<file path="src/rtl/frc_pkg.sv">
`timescale 1ns / 1ps
// ----------------------------------------------------------------------------
// Fragment reassembly control package
// Shared types, register indexes, mode and action codes and drop cause bits.
// ----------------------------------------------------------------------------
package frc_pkg;

    localparam int PAYLOAD_BYTES = 1024;

    localparam int SEQ_W   = 16;
    localparam int ID_W    = 32;
    localparam int FIDX_W  = 16;
    localparam int PLEN_W  = 16;
    localparam int BYTES_W = 24;
    localparam int APP_W   = 11;

    localparam int IN_DATA_W  = 80;
    localparam int IN_USER_W  = 3;
    localparam int OUT_DATA_W = 80;
    localparam int OUT_USER_W = 3;

    // register indexes
    localparam logic [1:0] REG_KEY_AFTER_LOSS = 2'd0;
    localparam logic [1:0] REG_MAX_FRAME      = 2'd1;

    // mode codes
    localparam logic [1:0] MODE_SEEK = 2'd0;
    localparam logic [1:0] MODE_IN   = 2'd1;
    localparam logic [1:0] MODE_DROP = 2'd2;

    // action codes
    localparam logic [1:0] ACT_DISCARD = 2'd0;
    localparam logic [1:0] ACT_APPEND  = 2'd1;
    localparam logic [1:0] ACT_DONE    = 2'd2;

    // drop cause bits
    localparam int CAUSE_SEQ_GAP  = 0;
    localparam int CAUSE_NO_END   = 1;
    localparam int CAUSE_FRAG_ERR = 2;
    localparam int CAUSE_OVERFLOW = 3;

    typedef struct packed {
        logic [SEQ_W-1:0]  seq_num;
        logic [ID_W-1:0]   frame_ident;
        logic [FIDX_W-1:0] frag_num;
        logic [PLEN_W-1:0] pay_bytes;
        logic              is_padding;
        logic              is_start;
        logic              is_end;
        logic              key_flag;
    } t_item;

    typedef struct packed {
        logic [1:0]         action;
        logic [APP_W-1:0]   append_bytes;
        logic               seq_gap;
        logic [3:0]         drop_causes;
        logic [ID_W-1:0]    done_frame_id;
        logic               done_keyframe;
        logic [BYTES_W-1:0] done_length;
        logic               was_padding;
    } t_result;

    typedef struct packed {
        logic               keyframe_after_loss;
        logic [BYTES_W-1:0] max_frame_size;
    } t_cfg;

endpackage

</file>
<file path="src/rtl/frc_core.sv">
`timescale 1ns / 1ps
// ----------------------------------------------------------------------------
// Fragment reassembly decision core
// Holds the reassembly state and decides one header per enabled cycle.
// ----------------------------------------------------------------------------
module frc_core (
    input  logic            i_clk,
    input  logic            i_rst_n,
    input  logic            i_en,
    input  frc_pkg::t_item  i_item,
    input  frc_pkg::t_cfg   i_cfg,
    output frc_pkg::t_result o_res
);
    import frc_pkg::*;

    logic [1:0]         r_mode, n_mode;
    logic               r_seq_known, n_seq_known;
    logic [SEQ_W-1:0]   r_next_seq, n_next_seq;
    logic [ID_W-1:0]    r_cur_id, n_cur_id;
    logic               r_cur_key, n_cur_key;
    logic [FIDX_W-1:0]  r_next_frag, n_next_frag;
    logic [BYTES_W-1:0] r_frame_bytes, n_frame_bytes;

    logic [PLEN_W-1:0]  len;
    logic [BYTES_W:0]   sum;
    logic               go;
    logic               gap;

    always_comb begin
        n_mode        = (r_mode == MODE_IN || r_mode == MODE_DROP) ? r_mode : MODE_SEEK;
        n_seq_known   = r_seq_known;
        n_next_seq    = r_next_seq;
        n_cur_id      = r_cur_id;
        n_cur_key     = r_cur_key;
        n_next_frag   = r_next_frag;
        n_frame_bytes = r_frame_bytes;
        o_res         = '0;
        go            = 1'b0;
        gap           = 1'b0;
        sum           = '0;
        len = (i_item.pay_bytes > PLEN_W'(PAYLOAD_BYTES)) ?
              PLEN_W'(PAYLOAD_BYTES) : i_item.pay_bytes;

        n_next_seq  = i_item.seq_num + SEQ_W'(1);
        n_seq_known = 1'b1;

        if (i_item.is_padding) begin
            o_res.was_padding = 1'b1;
        end else begin
            gap = r_seq_known && (i_item.seq_num != r_next_seq);
            if (gap) begin
                o_res.seq_gap = 1'b1;
                if (n_mode == MODE_IN) begin
                    n_frame_bytes = '0;
                    n_next_frag   = '0;
                    o_res.drop_causes[CAUSE_SEQ_GAP] = 1'b1;
                end
                n_mode = MODE_DROP;
            end

            case (n_mode)
                MODE_DROP: begin
                    if (i_item.is_start &&
                        !(i_cfg.keyframe_after_loss && !i_item.key_flag)) begin
                        go = 1'b1;
                        n_mode = MODE_IN;
                    end
                end
                MODE_IN: begin
                    go = 1'b1;
                    if (i_item.is_start && i_item.frame_ident != r_cur_id) begin
                        o_res.drop_causes[CAUSE_NO_END] = 1'b1;
                    end
                end
                default: begin
                    if (i_item.is_start) begin
                        go = 1'b1;
                        n_mode = MODE_IN;
                    end
                end
            endcase

            // begin a new frame: from seek or drop on any accepted start, in
            // frame only when the id changes or after a sequence gap
            if (go && i_item.is_start &&
                (r_mode != MODE_IN || gap || i_item.frame_ident != r_cur_id)) begin
                n_cur_id      = i_item.frame_ident;
                n_cur_key     = i_item.key_flag;
                n_next_frag   = i_item.frag_num;
                n_frame_bytes = '0;
            end

            if (go) begin
                sum = {1'b0, n_frame_bytes} + (BYTES_W+1)'(len);
                if (i_item.frag_num != n_next_frag) begin
                    n_frame_bytes = '0;
                    n_next_frag   = '0;
                    o_res.drop_causes[CAUSE_FRAG_ERR] = 1'b1;
                    n_mode = MODE_DROP;
                end else if (sum > {1'b0, i_cfg.max_frame_size}) begin
                    n_frame_bytes = '0;
                    n_next_frag   = '0;
                    o_res.drop_causes[CAUSE_OVERFLOW] = 1'b1;
                    n_mode = MODE_DROP;
                end else begin
                    n_frame_bytes      = sum[BYTES_W-1:0];
                    n_next_frag        = n_next_frag + FIDX_W'(1);
                    o_res.append_bytes = len[APP_W-1:0];
                    o_res.action       = ACT_APPEND;
                    if (i_item.is_end) begin
                        o_res.action        = ACT_DONE;
                        o_res.done_frame_id = n_cur_id;
                        o_res.done_keyframe = n_cur_key;
                        o_res.done_length   = sum[BYTES_W-1:0];
                        n_frame_bytes       = '0;
                        n_mode              = MODE_SEEK;
                    end
                end
            end
        end
    end

    always_ff @(posedge i_clk) begin
        if (!i_rst_n) begin
            r_mode        <= MODE_SEEK;
            r_seq_known   <= 1'b0;
            r_next_seq    <= '0;
            r_cur_id      <= '0;
            r_cur_key     <= 1'b0;
            r_next_frag   <= '0;
            r_frame_bytes <= '0;
        end else if (i_en) begin
            r_mode        <= n_mode;
            r_seq_known   <= n_seq_known;
            r_next_seq    <= n_next_seq;
            r_cur_id      <= n_cur_id;
            r_cur_key     <= n_cur_key;
            r_next_frag   <= n_next_frag;
            r_frame_bytes <= n_frame_bytes;
        end
    end

endmodule

</file>
<file path="src/rtl/fragment_reassembly_control.sv">
`timescale 1ns / 1ps
// ----------------------------------------------------------------------------
// Fragment reassembly control
// A header passes through the input register, then the result register.
// Throughput: one header per cycle while the result stream is not stalled, set by
// the single state update in the decision core. Reset (synchronous, active low)
// clears the valid flags of both stages and the reassembly state, and sets the registers to their defaults.
// ----------------------------------------------------------------------------
module fragment_reassembly_control (
    input  logic                              i_clk,
    input  logic                              i_rst_n,
    // header stream
    input  logic                              i_s_axis_tvalid,
    output logic                              o_s_axis_tready,
    // seq_num[15:0], frame_ident[47:16], frag_num[63:48], pay_bytes[79:64]
    input  logic [frc_pkg::IN_DATA_W-1:0]     i_s_axis_tdata,
    // is_padding[0], is_start[1], key_flag[2]
    input  logic [frc_pkg::IN_USER_W-1:0]     i_s_axis_tuser,
    // is_end
    input  logic                              i_s_axis_tlast,
    // result stream
    output logic                              o_m_axis_tvalid,
    input  logic                              i_m_axis_tready,
    // append_bytes[10:0], seq_gap[11], drop_causes[15:12],
    // done_frame_id[47:16], done_keyframe[48], done_length[72:49], zero[79:73]
    output logic [frc_pkg::OUT_DATA_W-1:0]    o_m_axis_tdata,
    // action[1:0], was_padding[2]
    output logic [frc_pkg::OUT_USER_W-1:0]    o_m_axis_tuser,
    // register write port
    input  logic                              i_cfg_we,
    input  logic [1:0]                        i_cfg_idx,
    input  logic [frc_pkg::BYTES_W-1:0]       i_cfg_wdata
);
    import frc_pkg::*;

    t_cfg    r_cfg;
    logic    r_in_vld;
    t_item   r_in;
    logic    r_out_vld;
    t_result r_out;
    t_result core_res;
    logic    out_free;
    logic    advance;

    // registers: out-of-range indexes drop the write
    always_ff @(posedge i_clk) begin
        if (!i_rst_n) begin
            r_cfg.keyframe_after_loss <= 1'b1;
            r_cfg.max_frame_size      <= BYTES_W'(4194304);
        end else if (i_cfg_we) begin
            case (i_cfg_idx)
                REG_KEY_AFTER_LOSS: r_cfg.keyframe_after_loss <= i_cfg_wdata[0];
                REG_MAX_FRAME:      r_cfg.max_frame_size      <= i_cfg_wdata;
                default: ;
            endcase
        end
    end

    // Result register frees when empty or taken; the input stage advances into
    // it, and the input register refills in the same cycle.
    assign out_free        = !r_out_vld || i_m_axis_tready;
    assign advance         = r_in_vld && out_free;
    assign o_s_axis_tready = !r_in_vld || out_free;

    always_ff @(posedge i_clk) begin
        if (!i_rst_n) begin
            r_in_vld <= 1'b0;
        end else if (o_s_axis_tready) begin
            r_in_vld <= i_s_axis_tvalid;
        end
    end

    // hold the item payload; no reset needed
    always_ff @(posedge i_clk) begin
        if (o_s_axis_tready && i_s_axis_tvalid) begin
            r_in.seq_num     <= i_s_axis_tdata[15:0];
            r_in.frame_ident <= i_s_axis_tdata[47:16];
            r_in.frag_num    <= i_s_axis_tdata[63:48];
            r_in.pay_bytes   <= i_s_axis_tdata[79:64];
            r_in.is_padding  <= i_s_axis_tuser[0];
            r_in.is_start    <= i_s_axis_tuser[1];
            r_in.key_flag    <= i_s_axis_tuser[2];
            r_in.is_end      <= i_s_axis_tlast;
        end
    end

    // decide the held item; state advances only when it moves on
    frc_core u_core (
        .i_clk   (i_clk),
        .i_rst_n (i_rst_n),
        .i_en    (advance),
        .i_item  (r_in),
        .i_cfg   (r_cfg),
        .o_res   (core_res)
    );

    always_ff @(posedge i_clk) begin
        if (!i_rst_n) begin
            r_out_vld <= 1'b0;
        end else if (out_free) begin
            r_out_vld <= r_in_vld;
        end
    end

    always_ff @(posedge i_clk) begin
        if (advance) begin
            r_out <= core_res;
        end
    end

    assign o_m_axis_tvalid = r_out_vld;
    assign o_m_axis_tdata  = {7'd0, r_out.done_length, r_out.done_keyframe,
                              r_out.done_frame_id, r_out.drop_causes,
                              r_out.seq_gap, r_out.append_bytes};
    assign o_m_axis_tuser  = {r_out.was_padding, r_out.action};

    // a completed frame never carries a fragment or overflow drop
    a_done_clean: assert property (@(posedge i_clk) disable iff (!i_rst_n)
        (o_m_axis_tvalid && r_out.action == ACT_DONE) |->
        (!r_out.drop_causes[CAUSE_FRAG_ERR] && !r_out.drop_causes[CAUSE_OVERFLOW]))
        else $error("completed frame reports a fragment or overflow drop");

    // padding results carry nothing but the padding mark
    a_pad_quiet: assert property (@(posedge i_clk) disable iff (!i_rst_n)
        (o_m_axis_tvalid && r_out.was_padding) |->
        (r_out.action == ACT_DISCARD && r_out.drop_causes == 4'd0 && !r_out.seq_gap))
        else $error("padding result carries decision fields");

    // a sequence-gap drop implies the gap flag
    a_gap_cause: assert property (@(posedge i_clk) disable iff (!i_rst_n)
        (o_m_axis_tvalid && r_out.drop_causes[CAUSE_SEQ_GAP]) |-> r_out.seq_gap)
        else $error("sequence drop without gap flag");

    // completed length never exceeds the frame limit
    a_len_cap: assert property (@(posedge i_clk) disable iff (!i_rst_n)
        (advance && core_res.action == ACT_DONE) |->
        (core_res.done_length <= r_cfg.max_frame_size))
        else $error("completed frame longer than the limit");

endmodule
</file>
<file path="config.mk">
export PLATFORM = sky130hd
export DESIGN_NAME = fragment_reassembly_control
export DESIGN_NICKNAME = d
export VERILOG_FILES = /design/src/rtl/frc_pkg.sv /design/src/rtl/frc_core.sv /design/src/rtl/fragment_reassembly_control.sv
export SDC_FILE = /design/constraint.sdc
export NUM_CORES = 1
export LEC_CHECK = 0
export BUFFER_PORTS_ARGS = -buffer_cell sky130_fd_sc_hd__buf_2
export CAP_MARGIN = 30
export CORE_MARGIN = 1.5
export CORE_UTILIZATION = 35
export CTS_BUF_LIST = sky130_fd_sc_hd__clkbuf_8 sky130_fd_sc_hd__clkbuf_16
export DETAILED_ROUTE_END_ITERATION = 8
export SLEW_MARGIN = 30
export SYNTH_ARGS = -nofsm -noshare
export SYNTH_HDL_FRONTEND = slang
export SYNTH_SLANG_ARGS = --single-unit
</file>
<file path="constraint.sdc">
create_clock -name i_clk -period 19.8 [get_ports i_clk]
set_input_delay 2.97 -clock i_clk [delete_from_list [all_inputs] [get_ports i_clk]]
set_output_delay 2.97 -clock i_clk [all_outputs]
set_load 0.03 [all_outputs]
</file>
After elaboration in Yosys (flattened, before gate mapping) --
Index checks and enable logic that the tools add are counted. Widths: inputs -> output; s select.
Storage, ports and cells: register bits 279, logic and storage cells 117, output and inout bits 85, input port bits 115
Cells by class: multiplexer cells 40, add/subtract/negate cells 3, bitwise operators 5, eq/ne operators 10, magnitude comparators 2, reduce and logical (&&, ||, !) cells 27
Operators by type and width (number):
- $mux 24 | 8
- $mux 16 | 8
- $add 16x1->16 const B | 2
- $mux 32 | 1
- $ne 16x16->1 | 2
- $ne 32x32->1 | 1
- $add 24x16->25 | 1
- $gt 25x24->1 | 1
- $mux 2 | 11
- $gt 16x11->1 const B | 1
- $mux 1 | 10
- $eq 2x1->1 const B | 4
- $logic_and 1x1->1 | 8
- $reduce_and 2->1 | 3
- $reduce_or 2->1 | 3
- $logic_or 1x1->1 | 5
- $not 1->1 | 5
- $reduce_or 5->1 | 1
- $eq 2x2->1 const B | 2
- $logic_not 1->1 | 4
- $pmux 2 s2 | 1
- $reduce_or 4->1 | 1
- $reduce_or 3->1 | 1
- $logic_not 2->1 | 1
- other kinds (2) | 2

Longest topological paths before layout --
Gate-level depths: netlist (run 1).
word-level depth 18, mapped depth 34, mapped depth without buffers 28

Cells and area by module --
A second synthesis (run 1) with hierarchy kept.
Second synthesis, totals: cell total of the unflattened synthesis 1317, area total of the unflattened synthesis 13556.8 sq um
Modules (own cells, without submodules):
- frc_core | seq. area each 1841.8 sq um, times used 1, area an instance 7573.5 sq um, cells an instance 1029
- fragment_reassembly_control | seq. area each 5345.1 sq um, times used 1, area an instance 5983.2 sq um, cells an instance 288

Least setup slack after synthesis (run 1) --
Ideal clock, no wire load.
path type register to register, start register r_in[77] (netlist name), end register r_out (netlist bit o_m_axis_tdata[53]) (data pin), stages on the path, launching flop included 31, period minus slack after synthesis 6.750 ns, buffers on the path 6, data required time 19.669 ns, arrival time 6.618 ns, setup slack 13.050 ns, path through edfxtp_1 -> xnor2_1 -> nand4_1 -> o41a_1 -> buf_2 -> nor4_1 -> or2_2 -> clkbuf_1 -> buf_2 -> buf_2 -> and3_1 -> ha_1 -> a211oi_1 -> o21ai_0 -> a31o_2 -> a311o_1 -> a31oi_1 -> nor4_1 -> xnor2_1 -> nor2_1 -> ha_1 -> a211oi_1 -> nand4b_1 -> o41ai_1 -> o221ai_2 -> or3_4 -> or2_1 -> buf_6 -> inv_4 -> buf_6 -> and2_1
Between the ends: cells in the longest elaborated chain, start to end 14, elaborated cells on any way between the ends 23, classes of those cells add/sub (1); order compare (1); eq/ne (4); mux (10); bitwise (1); reduce/logical (6)
RTL lines:
- start, declared | line fragment_reassembly_control.sv:38 | t_item r_in;
- $ne 16x16->1 (*) | line frc_core.sv:50 | gap = r_seq_known && (i_item.seq_num != r_next_seq);
- $logic_and 1x1->1 (*) | line frc_core.sv:50
- $mux 2 | line frc_core.sv:51 | if (gap) begin
- $mux 2 | line frc_core.sv:47 | if (i_item.is_padding) begin
- $eq 2x1->1 or $eq 2x2->1 (tied branches) | line frc_core.sv:61 | case (n_mode)
- $pmux 1 s2 | line frc_core.sv:61
- $mux 1 | line frc_core.sv:47
- $logic_and 1x1->1 (2 in a row) | line frc_core.sv:85 | if (go && i_item.is_start &&
- $mux 24 | line frc_core.sv:85
- $mux 24 | line frc_core.sv:47
- $add 24x16->25 | line frc_core.sv:94 | sum = {1'b0, n_frame_bytes} + (BYTES_W+1)'(len);
- $gt 25x24->1 | line frc_core.sv:100 | end else if (sum > {1'b0, i_cfg.max_frame_size}) begin
- $reduce_or 5->1 (no source line)
- end signal, assigned | line fragment_reassembly_control.sv:107 | r_out <= core_res;
- end, declared | line fragment_reassembly_control.sv:40 | t_result r_out;
Mark *: on every way between the ends. The rest lies on a longest branch, timed or not. The select of a mux whose other input is x is not followed. A chain may end at the register's enable or synchronous reset.

Worst setup path in the final report (run 1) --
start register r_in[69] (netlist name), end register r_out (netlist bit o_m_axis_tdata[52]) (data pin)
The elaborated chain is that of the path after synthesis.

==> results of run 1 <==
registers in the layout, summed over array words and instances (netlist names):
signal                count
u_core.r_next_seq        16
o_m_axis_tdata           73
r_cfg                    25
r_in_vld                  1
u_core.r_cur_key          1
u_core.r_frame_bytes     24
u_core.r_next_frag       16
o_m_axis_tuser            3
o_m_axis_tvalid           1
u_core.r_cur_id          32
r_in                     84
u_core.r_seq_known        1
u_core.r_mode             2
cell type report:
cell class	count	area, um^2	area share [%]
well taps	511	639	4.00
multi-input cells	866	5940	37.2
clock inverters	24	163	1.02
inverters	50	190	1.19
diodes	1	2.50	0.0157
flip-flops and latches	279	7190	45.0
repair buffers	201	1040	6.48
clock buffers	34	817	5.11
worst reg2reg max path: cells and delay by family (launching register included):
family                   cells  cell delay, ns
flip-flops                   1            0.43
buffers and inverters        1            0.24
AO/OA/AOI/OAI                9            3.18
AND/OR/NAND/NOR             10            3.54
adder cells (fa/ha/maj)      2            0.60
XOR/XNOR                     2            0.46
cells in the final DEF, fill, tap and decap left out, types with 9 or more instances in the layout:
master                      instances
sky130_fd_sc_hd__dfxtp_1          119
sky130_fd_sc_hd__a21boi_0          27
sky130_fd_sc_hd__clkinv_2           9
sky130_fd_sc_hd__ha_1              42
sky130_fd_sc_hd__nand2b_1          12
sky130_fd_sc_hd__conb_1            12
sky130_fd_sc_hd__xnor2_1           49
sky130_fd_sc_hd__nand4_1           16
sky130_fd_sc_hd__and3_1            33
sky130_fd_sc_hd__nor2b_1           50
sky130_fd_sc_hd__xor2_1            51
sky130_fd_sc_hd__nor3_1            13
sky130_fd_sc_hd__o211a_1           16
sky130_fd_sc_hd__o21ai_0           41
sky130_fd_sc_hd__a22o_1            19
sky130_fd_sc_hd__nor2_1            68
sky130_fd_sc_hd__edfxtp_1         160
sky130_fd_sc_hd__mux2i_1           74
sky130_fd_sc_hd__and2_1            42
sky130_fd_sc_hd__buf_2            192
sky130_fd_sc_hd__a21o_1            13
sky130_fd_sc_hd__nand3_1           27
sky130_fd_sc_hd__inv_1             57
sky130_fd_sc_hd__nand2_1          129
sky130_fd_sc_hd__a21oi_1           27
sky130_fd_sc_hd__clkbuf_16         31
sky130_fd_sc_hd__nor4_1            21
per-layer routing:
metal	wire length, um	GRT usage, %	vias up
li1	-	-	4801
met1	15100	21.7	4712
met2	16800	29.3	210
met3	1690	2.69	42
met4	651	4.43	0
met5	0	0	-
worst paths after layout:
kind              slack (ns)                                    to                                 start  cells after the start
setup / recovery       11.23      o_m_axis_tdata[52]$_SDFFCE_PP0P_                    r_in[69]$_DFFE_PP_                     24
hold / removal          0.46  u_core.r_frame_bytes[7]$_SDFFE_PN0P_  u_core.r_frame_bytes[7]$_SDFFE_PN0P_                      2
setup reg to reg       11.23      o_m_axis_tdata[52]$_SDFFCE_PP0P_                    r_in[69]$_DFFE_PP_                     24
hold reg to reg         0.46  u_core.r_frame_bytes[7]$_SDFFE_PN0P_  u_core.r_frame_bytes[7]$_SDFFE_PN0P_                      2
power groups by stage:
stage | clock network [mW] | logic, mW | registers (mW)
final | 0.555 | 0.122 | 0.658
after global routing | 0.596 | 0.134 | 0.661
after CTS | 0.572 | 0.124 | 0.658
after detailed placement | 0 | 0.123 | 0.670
after global placement | 0 | 0.121 | 0.670
after floorplan | 0 | 0.0680 | 0.682
stage by stage:
stage	power [mW]	utilization, %
after floorplan	0.750	-
after global placement	0.791	39.5
after detailed placement	0.793	39.5
after CTS	1.35	42.1
after global routing	1.39	42.1
final	1.33	42.1
cells by family after synthesis:
family / count (synthesis) / share of synthesized area (%)
AOI/OAI and AO/OA: 200 / 10.8
xor gates and xnor gates: 100 / 6.46
adders and majority gates: 43 / 4.03
buffers and inverters: 109 / 3.64
DFF: 279 / 53.0
muxes: 76 / 5.63
other: 1 / 0.0277
and+or+nand+nor: 435 / 16.3
==> summary.md, run 1 <==
## Synth
• **count of different cell masters after synthesis** 70
• **number of synthesized flops with an enable pin** 160
• **most instantiated flip-flop cell in the synthesis netlist** sky130_fd_sc_hd__edfxtp_1
• **Synth Register Bits** 279
• **most frequent cell after synthesis** sky130_fd_sc_hd__edfxtp_1
• **cell taking the most area after synthesis** sky130_fd_sc_hd__edfxtp_1
• **mean instance size in the synthesized netlist** 10.9 um^2
• **most numerous cell types in the synthesized netlist** 160 x sky130_fd_sc_hd__edfxtp_1, 130 x sky130_fd_sc_hd__nand2_1, 119 x sky130_fd_sc_hd__dfxtp_1
• **Yosys warnings** 0
• **synthesized netlist cell count** 1243
• **area share of the largest cell type after synthesis** 35.5%
• **netlist area before placement** 0.0136 mm^2
• **sequential area share after synthesis** 53.0%
• **top cells by area in the synthesized netlist** sky130_fd_sc_hd__edfxtp_1 35%, sky130_fd_sc_hd__dfxtp_1 18%, sky130_fd_sc_hd__mux2i_1 5.5%
• **share of synthesized flip-flops with an asynchronous set or reset** 0%

## Placement
• **detailed-placement wirelength estimate** 23700 um
• **cell count after placement** 1907
• **Final Wtd Congestion** 0.880
• **post-placement worst setup slack** 11.30 ns
• **count of input and output buffers** 192
• **cell area after placement** 0.0150 mm^2

## Floorplanning
• **total core area** 0.0379 mm^2
• **I/O Pins** 200
• **count of standard-cell rows** 71
• **Starting Density** 35.7%
• **overall die height** 200 um
• **width of the die** 200 um
• **DIE AREA** 0.0399 mm^2

## Power and ir drop
• **leak pwr** 6.60 nW
• **sequential share of power** 49.3%
• **internal portion of total power** 1.00 mW
• **power per cell area** 83.5 mW/mm^2
• **Sw Pwr** 0.330 mW
• **relative contribution of the clock network to total power** 41.6%
• **IR Drop Worst-Case VDD** 0.0000688 V
• **Combinational Power Share** 9.1%
• **sw frac** 24.7%

## Timing
• **RSZ-0062 raised after global routing** false
• **worst-case clock skew** 0.0148 ns
• **number of setup violations in the final report** 0
• **worst slack on hold paths** 0.457 ns
• **Worst Max-Slew Pin Slew** 0.939 ns
• **maximum clock frequency** 117 MHz
• **final count of hold timing violations** 0
• **worst slew margin relative to its limit** 36.7%
• **Worst Setup Slack, final** 11.23 ns
• **final worst path period share** 43.3%
• **total count of max-transition violations in the final report** 0
• **summed negative setup slack over all endpoints** 0 ns
• **minimum period implied by the final worst setup slack** 8.57 ns

## Clock network
• **number of buffers added to fix hold violations after cts** 0
• **number of CTS-inserted buffers** 31
• **clock insertion delay at the later pin of the skew report** 0.58 ns
• **clock slew at reported path FFs** 0.06 ns
• **number of buffers added for setup after CTS** 0
• **post-cts resize count** 0
• **H-tree depth** 1
• **CTS Root Cell** sky130_fd_sc_hd__clkbuf_16
• **clock net sink count** 279
• **CTS max path bufs** 3
• **TritonCTS clock tree** yes

## Drt
• **per-cell via count in the routed design** 4.97
• **Antenna Nets Post-Route** 0
• **per-cell routed wire length** 17.4 um
• **number of design-rule violations left by the first detailed-router iteration** 518
• **Routed WL** 34200 um
• **DRC Markers** 0
• **number of vias in the routed layout** 9765
• **router iterations before antenna repair** 5

## Outcome
• **outcome** finished, final reports clean

## Critical path
• **maximum fanout count along the critical path** 44
• **WP data required** 20.24 ns
• **slowest stage delay, CP** 0.85 ns
• **data arrival time of the worst path** 9.01 ns
• **cell with the largest stage delay on the worst path** sky130_fd_sc_hd__or2_2
• **Buf+Inv Stages, Crit Path** 1
• **series of cell instances along the critical path** xnor2_1 > nand4_1 > o41a_1 > nor4_1 > or2_2 > and3_1 > ha_1 > a211oi_1 > o21ai_0 > a31o_2 > a311o_1 > a31oi_1 > nor4_1 > xnor2_1 > nor2_1 > ha_1 > a211oi_1 > nand4b_1 > o41ai_1 > o221ai_2 > or3_4 > or2_4 > inv_4 > and2_1
• **launching element type of the critical path** flop
• **gate family responsible for the most delay along the worst path** simple AND/OR/NAND/NOR gates
• **worst setup path class** reg2reg
• **Critical Path Sink Type** flop

## Job
• **maximum capacitance violations** 0

## GRT
• **Total GRT Usage** 16.9%
• **pin count of the biggest net entering global routing** 88
• **wire length of the first global-routing pass** 52400 um
• **global-route congestion overflow total** 0
• **initial antenna violation count** 2
• **number of global-route vias before repair** 9575

## Final layout
• **final non-filler cell total** 1966
• **final std cell area, no fill** 0.0160 mm^2
• **layout-stage area growth over the synthesis result** 17.9%
• **share of final-layout standard cells stronger than drive strength 1** 18.5%
• **final net count** 1587
• **filler cell count** 3705

## Hold path
• **class of the tightest hold or removal check** reg2reg

Note: power is estimated with default switching activity, not from simulation.
==> run 2: changes to the inputs <==
==> constraint.sdc (replaced) <==
create_clock -name i_clk -period 8.85 [get_ports i_clk]
set_input_delay 1.3275 -clock i_clk [delete_from_list [all_inputs] [get_ports i_clk]]
set_output_delay 1.3275 -clock i_clk [all_outputs]
set_load 0.03 [all_outputs]
==> run 2 against run 1 <==
Effect of this change:
- worst setup slack got worse by 10 ns
- sequential power rose by 120%
- core utilization rose by 0.59 points
- fmax rose by 5.9%
- register-to-register slack got worse by 10 ns
- clock power rose to 2.6 times the previous value
- global-route usage rose by 0.18 points
- routed wire length rose by 0.20%
- cell area rose by 1.4%
- clock skew rose by 0.0065 ns
- combinational power rose by 120%
- largest power group unchanged
==> summary.md, run 2 (synthesized netlist as in run 1, its figures left out) <==
## Timing
• **worst slew margin relative to its limit** 35.9%, -0.85 points
• **worst-case clock skew** 0.0213 ns, +0.00652 ns
• **RSZ-0062 raised after global routing** false
• **number of setup violations in the final report** 0, unchanged
• **worst slack on hold paths** 0.450 ns, -0.00767 ns
• **summed negative setup slack over all endpoints** 0 ns, unchanged
• **Worst Max-Slew Pin Slew** 0.952 ns, +0.0125 ns
• **final worst path period share** 91.5%, +48 points
• **minimum period implied by the final worst setup slack** 8.10 ns, -0.475 ns
• **maximum clock frequency** 124 MHz, +5.9%
• **total count of max-transition violations in the final report** 0, unchanged
• **final count of hold timing violations** 0, unchanged

## Final layout
• **register bank with the most flops** r_in
• **filler cell count** 3658, -1.3%
• **share of final-layout standard cells stronger than drive strength 1** 18.8%, +0.35 points
• **final net count** 1591, +0.25%
• **number of flip-flops in the largest register** 84, unchanged
• **fraction of the core area covered by cells at the end of the flow** 42.7%, +0.59 points
• **leading cell types in the layout, fill and taps excluded** 192 x sky130_fd_sc_hd__buf_2, 160 x sky130_fd_sc_hd__edfxtp_1, 129 x sky130_fd_sc_hd__nand2_1
• **most frequent standard cell in the layout excluding fill and tap cells** sky130_fd_sc_hd__buf_2
• **layout-stage area growth over the synthesis result** 19.5%

## Placement
• **Final Wtd Congestion** 0.853, -3.1%
• **count of input and output buffers** 192, unchanged
• **detailed-placement wirelength estimate** 23900 um, +0.79%

## Critical path
• **slowest stage delay, CP** 0.82 ns, -0.03 ns
• **maximum fanout count along the critical path** 19, -57%
• **Critical Path Sink Type** flop
• **WP data required** 9.31 ns, -10.93 ns
• **data arrival time of the worst path** 8.55 ns, -0.46 ns
• **cell with the largest stage delay on the worst path** sky130_fd_sc_hd__and3_1
• **worst setup path class** reg2reg
• **series of cell instances along the critical path** xnor2_1 > nand4_1 > o41a_1 > nor4_1 > or2_2 > and3_1 > ha_1 > a211oi_1 > o21ai_0 > a31o_2 > a311o_1 > a31oi_1 > nor4_1 > xnor2_1 > nor2_1 > ha_1 > a211oi_1 > nand4b_1 > o41ai_1 > o221ai_2 > nor2_1 > and3_1 > a22o_1
• **launching element type of the critical path** flop
• **Reg2Reg Setup Slack** 0.75 ns, -10.47 ns

## GRT
• **pin count of the biggest net entering global routing** 88, unchanged
• **number of global-route vias before repair** 9632, +0.60%
• **wire length of the first global-routing pass** 52300 um, -0.15%
• **Total GRT Usage** 17.0%, +0.18 points
• **initial antenna violation count** 2, unchanged
• **global-route congestion overflow total** 0, unchanged

## Clock network
• **clock insertion delay at the later pin of the skew report** 0.52 ns, -0.06 ns
• **clock slew at reported path FFs** 0.06 ns, about the same
• **TritonCTS clock tree** yes
• **clock net sink count** 279, unchanged
• **CTS max path bufs** 3, unchanged
• **number of buffers added to fix hold violations after cts** 0, unchanged
• **post-cts resize count** 0, unchanged
• **CTS Root Cell** sky130_fd_sc_hd__clkbuf_16
• **number of buffers added for setup after CTS** 0, unchanged
• **number of CTS-inserted buffers** 34, +9.7%
• **H-tree depth** 2, +1

## Drt
• **number of vias in the routed layout** 9752, -0.13%
• **per-cell routed wire length** 17.4 um, -0.10%
• **per-cell via count in the routed design** 4.95, -0.44%
• **routed metal-1 wirelength** 15200 um, +0.49%
• **number of design-rule violations left by the first detailed-router iteration** 568, +9.7%
• **router iterations before antenna repair** 7, +2
• **met3 WL** 1750 um, +3.7%
• **top sig layer** met4
• **Met2 Wirelength** 16300 um, -2.8%
• **Antenna Nets Post-Route** 0, unchanged
• **Routed WL** 34300 um, +0.20%
• **DRC Markers** 0, unchanged

## Floorplanning
• **width of the die** 200 um, unchanged
• **total core area** 0.0379 mm^2, unchanged
• **count of standard-cell rows** 71, unchanged
• **I/O Pins** 200, unchanged
• **DIE AREA** 0.0399 mm^2, unchanged
• **Starting Density** 35.7%, unchanged
• **overall die height** 200 um, unchanged

## Power and ir drop
• **total power after layout** 3.20 mW, +140%
• **leak pwr** 6.71 nW, +1.5%
• **internal portion of total power** 2.44 mW, +140%
• **Combinational Power Share** 8.6%, -0.5 points
• **Sw Pwr** 0.756 mW, +130%
• **relative contribution of the clock network to total power** 45.4%, +3.8 points
• **IR Drop Worst-Case VDD** 0.000123 V, +79%
• **sw frac** 23.6%, -1.1 points
• **power per cell area** 197 mW/mm^2, +140%
• **sequential share of power** 46.0%, -3.3 points

## Outcome
• **outcome** finished, final reports clean

## Job
• **maximum capacitance violations** 0, unchanged

## Hold path
• **class of the tightest hold or removal check** reg2reg

## run 2: layout make-up
type                            count  area [um^2]  share of cell area [%]
Clock buffer                       42          995                    6.14
Timing Repair Buffer              202         1050                    6.46
Sequential cell                   279         7190                    44.4
Inverter                           50          190                    1.17
Clock inverter                     20          195                    1.20
Multi-Input combinational cell    866         5940                    36.7
Tap cell                          511          639                    3.95
Antenna cell                        2         5.00                  0.0309
## run 2: critical path, delay by kind of cell (launching register included)
family	cells	cell delay [ns]
and+or+nand+nor	9	3.12
AOI/OAI and AO/OA	10	3.46
adders and majority gates	2	0.59
DFF	1	0.45
xor gates and xnor gates	2	0.42
## run 2: stage by stage
step / setup WS, ns / area (um^2) / cells
global route: 0.0412 / 16200 / 1972
detailed placement: 0.808 / 15000 / 1908
finish: 0.754 / 16200 / 1972
global placement: 0.720 / 15000 / 1907
CTS: 0.743 / 16200 / 1970
floorplan: 2.10 / 13600 / 1254
## run 2: path summary, 6_finish.rpt
check	to	startpoint	cells past startpoint
max	u_core.r_frame_bytes[23]$_SDFFE_PN0P_	r_in[74]$_DFFE_PP_	23
min	u_core.r_frame_bytes[7]$_SDFFE_PN0P_	u_core.r_frame_bytes[7]$_SDFFE_PN0P_	2
max reg2reg	u_core.r_frame_bytes[23]$_SDFFE_PN0P_	r_in[74]$_DFFE_PP_	23
min reg2reg	u_core.r_frame_bytes[7]$_SDFFE_PN0P_	u_core.r_frame_bytes[7]$_SDFFE_PN0P_	2
## run 2: power by group through the flow
stage	registers [mW]	clock network (mW)	logic (mW)
finish	1.47	1.45	0.274
global route	1.48	1.55	0.300
CTS	1.47	1.50	0.278
detailed placement	1.50	0	0.277
global placement	1.50	0	0.274
floorplan	1.53	0	0.152
## run 2: metal layers
layer / vias up / global-route usage, %
met5: - / 0
met4: 0 / 6.52
met3: 61 / 2.99
met2: 244 / 28.8
met1: 4631 / 21.7
li1: 4816 / -
